<file path="src/design/isu_pkg.sv">
`default_nettype none
package isu_pkg;

    // item operation codes
    localparam logic [1:0] FUNC_WRITE = 2'd0;
    localparam logic [1:0] FUNC_FLIP  = 2'd1;
    localparam logic [1:0] FUNC_CLEAR = 2'd2;

    // result status codes
    localparam logic STATUS_OK    = 1'b0;
    localparam logic STATUS_RANGE = 1'b1;

    // configuration register indexes
    localparam int CFG_IDX_W = 2;
    localparam logic [CFG_IDX_W-1:0] REG_SIDE_LEN  = 2'd0;
    localparam logic [CFG_IDX_W-1:0] REG_COUPLING  = 2'd1;
    localparam logic [CFG_IDX_W-1:0] REG_PROB_LOW  = 2'd2;
    localparam logic [CFG_IDX_W-1:0] REG_PROB_HIGH = 2'd3;

    // field widths
    localparam int SIDE_W   = 7;
    localparam int COUP_W   = 5;
    localparam int PROB_W   = 17;
    localparam int COORD_W  = 6;
    localparam int ENERGY_W = 18;
    localparam int MAG_W    = 14;
    localparam int CFG_W    = 17;
    localparam int DE_W     = 10;

    // register reset values
    localparam logic [SIDE_W-1:0]        SIDE_RST      = 7'd16;
    localparam logic signed [COUP_W-1:0] COUP_RST      = 5'sd1;
    localparam logic [PROB_W-1:0]        PROB_LOW_RST  = 17'd1200;
    localparam logic [PROB_W-1:0]        PROB_HIGH_RST = 17'd22;

    // totals for an all-up lattice under the reset registers
    localparam logic signed [ENERGY_W-1:0] ENERGY_RST = -18'sd512;
    localparam logic signed [MAG_W-1:0]    MAG_RST    = 14'sd256;

    // sequencer states
    typedef enum logic [2:0] {
        ST_CLEAR,
        ST_IDLE,
        ST_RD_UP,
        ST_RD_DN,
        ST_RD_MID,
        ST_EVAL,
        ST_DONE
    } t_state;

endpackage
`default_nettype wire

</file>
<file path="src/design/isu_lattice_mem.sv">
`default_nettype none
module isu_lattice_mem
    import isu_pkg::*;
#(
    parameter int MAX_SIDE = 64
) (
    input  wire                               i_clk,
    input  wire                               i_we,
    input  wire  [$clog2(MAX_SIDE)-1:0]       i_waddr,
    input  wire  [MAX_SIDE-1:0]               i_wdata,
    input  wire  [$clog2(MAX_SIDE)-1:0]       i_raddr,
    output logic [MAX_SIDE-1:0]               o_rdata
);

    // one lattice row per word, bit set means spin up
    logic [MAX_SIDE-1:0] r_mem [MAX_SIDE];

    // single write port, registered read port
    always_ff @(posedge i_clk) begin
        if (i_we) begin
            r_mem[i_waddr] <= i_wdata;
        end
        o_rdata <= r_mem[i_raddr];
    end

endmodule
`default_nettype wire

</file>
<file path="config.mk">
export PLATFORM = sky130hd
export DESIGN_NAME = isu_lattice_mem
export DESIGN_NICKNAME = d
export VERILOG_FILES = /design/src/design/isu_pkg.sv /design/src/design/isu_lattice_mem.sv
export SDC_FILE = /design/constraint.sdc
export NUM_CORES = 2
export LEC_CHECK = 0
export BUFFER_PORTS_ARGS = -buffer_cell sky130_fd_sc_hd__buf_4
export CORE_UTILIZATION = 57
export CTS_CLUSTER_DIAMETER = 30
export CTS_CLUSTER_SIZE = 28
export DETAILED_ROUTE_END_ITERATION = 16
export PLACE_DENSITY = 0.78
export REMOVE_ABC_BUFFERS = 1
export SETUP_SLACK_MARGIN = 0.15
export SLEW_MARGIN = 40
export SYNTH_ARGS = -nofsm -noshare
export SYNTH_HDL_FRONTEND = slang
export SYNTH_SLANG_ARGS = --single-unit
export TNS_END_PERCENT = 50
</file>
<file path="constraint.sdc">
create_clock -name i_clk -period 5.5 [get_ports i_clk]
set_input_delay 0.55 -clock i_clk [delete_from_list [all_inputs] [get_ports i_clk]]
set_output_delay 0.55 -clock i_clk [all_outputs]
set_load 0.01 [all_outputs]
</file>
# Yosys cells after proc, flatten, opt, wreduce, memory -nomap -nowiden
# Memory sizes are Yosys's and may differ from the RTL's. A register that Yosys moved wholly into a read port is not among the register bits.
# Index checks and enable logic that the tools add are counted.
# word_totals
ff_bits	0
mem_bits_rw	4096
inputBits	78
out_inout_bits	64
wordCells	3
mem_count	1
# op_classes
mux	2
# mem_list
name	words	word_bits	rd	rd_clocked_by_memory_dff	write_ports	line_no	text
r_mem	64	64	1	1	1	isu_lattice_mem.sv:16	logic [MAX_SIDE-1:0] r_mem [MAX_SIDE];
# op_table
operator	count
1-bit two-way mux	2

# Logic depth before layout (Yosys ltp)
# logic_depth
word_depth	2
depth_mapped	9
ltp_nobuf	5

# Worst setup path after synthesis
# Ideal clock, no wire load.
# synth_path
path_type	in2reg
startpoint	in i_waddr[3]
endpoint	mem r_mem[48][0] (enable)
setup_ns	0.564
arrival_time_ns	5.422
required_time_ns	4.936
setup_slack_ns	-0.486
cell_stages	4
n_path_buf	1
path_cell_list	clkbuf_1 -> nor2b_1 -> nand4b_1 -> nor3_1
# synth_lines
element	line_no	text
from (decl)	isu_lattice_mem.sv:9	input wire [$clog2(MAX_SIDE)-1:0] i_waddr,
to (decl)	isu_lattice_mem.sv:16	
# No word-level cell before the write port.

==> results.md <==
* Port Buf Inserts at 141
* Die width at 525.7 microns
* WL/cell at 42.23 microns
* Wirelength, routed at 477200 microns
* RR Startpoint: r_mem[55][45]
* Placement Setup Slack at 1.832 ns
* Final hold violation count at 0
* Clock tree buffer depth at 4
* Clk sink count at 4160
* Synth cell types at 33
* RSZ-0062 raised after global routing: false
* CP Capture Type: flip-flop
* CTS tree: done
* Post_cts resized at 0
* Drt pass-1 iters at 6
* Largest net degree at the start of global routing at 109
* Worst path required time at 6.37 ns
* Rows at 191
* Period Utilization, post-route at 51.08%
* Post-synth EDFFs at roughly 4100
* Min-delay src: i_wdata[52]
* Drt initial violations at ~14000
* Final Power at between 70 and 80 mW
* Worst-margin pin slew at roughly 0.99 ns
* Fmax at 355.9 MHz
* Predominant post-synthesis flop cell: edfxtp_1
* Synth warn at 0
* Post-detail-place hpwl at 219300 microns
* Final Skew at 0.04316 ns
* Skew-Pair Late Insertion Delay at 0.93 ns
* Endpoints failing setup at 0
* Initial antenna violation count at 25
* CTS buffer count at 594
* Die H at 525.7 microns
* CTS clk-pin slew, worst paths at 0.06 ns
* Initial Util at between 50% and 60%
* Worst Path Max Fanout at 61
* Gp weighted congestion at about 0.81
* Power Dens Cells at 422.3 nW/um^2
* Sequential share of the synthesized area at 79.49%
* Yosys reg bits at 4160
* Hold Buf Count CTS at 0
* Area Growth Syn to Fin at 17.95%
* First-pass GRT wire length at around 660000 microns
* Rel. slew slack at around a third
* Vias in the first global route at ~86000
* Crit path DAT at 3.68 ns
* Total Routing Usage GR at between 30 and 40%
* Setup Buffers After CTS at 0
* CP Class: in -> reg
* Fin. max-slew vios at 0
* Grt ovf at 0
* Clk root buf: clkbuf_16
* Leakage power figure at 58.83 nW
* Fin crit period at 2.809 ns
* Fraction of layout cells with a size suffix above 1 at roughly 33%
* Outcome: finished clean
* Final ANT Viol Nets at 0
* Cell Area, Synth at around 160000 sq um
* Total number of H-tree levels at 6
* Synthesized netlist cell count at between 6000 and 7000
* DRC at 0
* FFs w/ async S/R, synth at 0%
* Synth top area share at 78.67%
* Mapped Avg Cell Area at around 24 sq um
* Ports at 142
* Setup TNS at 0 ns
* Final nets at 7300
* Post-synth top area cell: edfxtp_1
* Top cells by area, synth: edfxtp_1, mux4_2, mux2i_1, dfxtp_1, a22oi_1
* Peak supply drop at ~0.34 mV
* CP startpoint: i_raddr[2]
* Die ar. at 276400 sq um
* Via/cell ratio at between 7 and 8
* Startpoint types: input port
* Slack of the critical path at 2.691 ns
* Vias at 83640
* Core Region at 271700 sq um
* Max-Cap Viols at 0
* Filler instances at 14690
* Hold Crit Class: in -> reg
==> synth_stat cells (19+ instances only) <==
library cell  instances
nor2_1              112
a2bb2oi_1            19
o221ai_1             38
clkbuf_1            140
a41oi_1              26
mux4_2             1024
inv_1                19
dfxtp_1              64
buf_2               170
a22oi_1             168
nor2b_1              28
nand3_1              45
or2_2                28
o22ai_1              83
a22o_1               88
nand2_1              58
and3_1               64
mux2i_1             135
or3_1                29
a211oi_1             63
edfxtp_1           4096
buf_4                34
buf_1                20
==> report_power, final <==
group	switching, mW	total (mW)	internal [mW]
logic	1.97	3.13	1.17
registers	0.182	35.3	35.1
clock network	15.2	39.4	24.3
==> path summary, 6_finish.rpt <==
check | to | slack [ns] | cells after the start
max reg2reg | o_rdata[45] | 3.39 | 5
max | o_rdata[43] | 2.69 | 8
min | r_mem[56][52] | 0.12 | 1
min reg2reg | o_rdata[62] | 0.87 | 4
==> critical path, stage by stage <==
cell	delay (ns)
buf_8	0.47
nor2b_4	0.83
buf_12	0.38
buf_4	0.32
a22oi_1	0.11
and3_1	0.22
a211oi_1	0.29
buf_4	0.16
==> sequential cells by signal, indices dropped and copies added (netlist names) <==
name     flops
r_mem     4096
o_rdata     64
==> cell families after synthesis <==
logic type             Yosys count  synth area share [%]
muxes                         1159                 15.61
buffers and inverters          389                 1.180
DFF                           4160                 79.49
and+or+nand+nor                386                 1.240
AOI/OAI and AO/OA              504                 2.477
==> cell usage in the layout (no fill, tap or decap), types with 19 or more instances in the layout <==
cell	instances
edfxtp_1	4096
mux4_2	1024
clkbuf_16	602
buf_4	288
a22oi_1	168
mux2i_1	135
a22o_1	88
o22ai_1	83
bufinv_16	79
clkinv_2	72
inv_6	67
nor2_4	65
and3_1	64
dfxtp_1	64
a211oi_1	63
buf_12	60
clkinvlp_4	59
clkinv_1	57
nand2_1	55
clkbuf_1	54
clkinv_4	48
nor2_1	47
nand3_1	43
o221ai_1	38
or3_1	29
or2_2	28
a41oi_1	26
nor2b_1	24
inv_1	19
a2bb2oi_1	19
==> area by class of cell <==
cell class / count / area [sq um] / area share, %
Clock inverter: 422 / 5074 / 2.751
Antenna cell: 17 / 42.54 / 0.02307
Timing Repair Buffer: 398 / 4259 / 2.310
Inverter: 19 / 71.32 / 0.03867
Multi-Input combinational cell: 2049 / 30800 / 16.70
Tap cell: 3570 / 4467 / 2.422
Clock buffer: 667 / 15420 / 8.361
Sequential cell: 4160 / 124300 / 67.39
==> routing by layer <==
| layer | vias up | track usage [%] | part of all wire, % |
|---|---|---|---|
| met1 | 42940 | 42.41 | 31 |
| met3 | 1932 | 9.353 | 14 |
| met2 | 8825 | 54.59 | 48 |
| met4 | 16 | 21.72 | 7.4 |
| met5 | - | 0 | 0.022 |
| li1 | 29930 | - | - |
==> through the flow <==
stage | hold WS, ns | area [sq um] | std cells | util [%]
after floorplan | 0.6489 | 154600 | 6228 | -
after global placement | 0.8165 | 163100 | 10160 | 60.03
after detailed placement | 0.8252 | 163800 | 10190 | 60.28
after CTS | 0.08402 | 184300 | 11280 | 67.83
after global routing | 0.1202 | 184400 | 11290 | 67.86
final | 0.1180 | 184400 | 11300 | 67.87
Note: power is estimated with default switching activity, not from simulation.
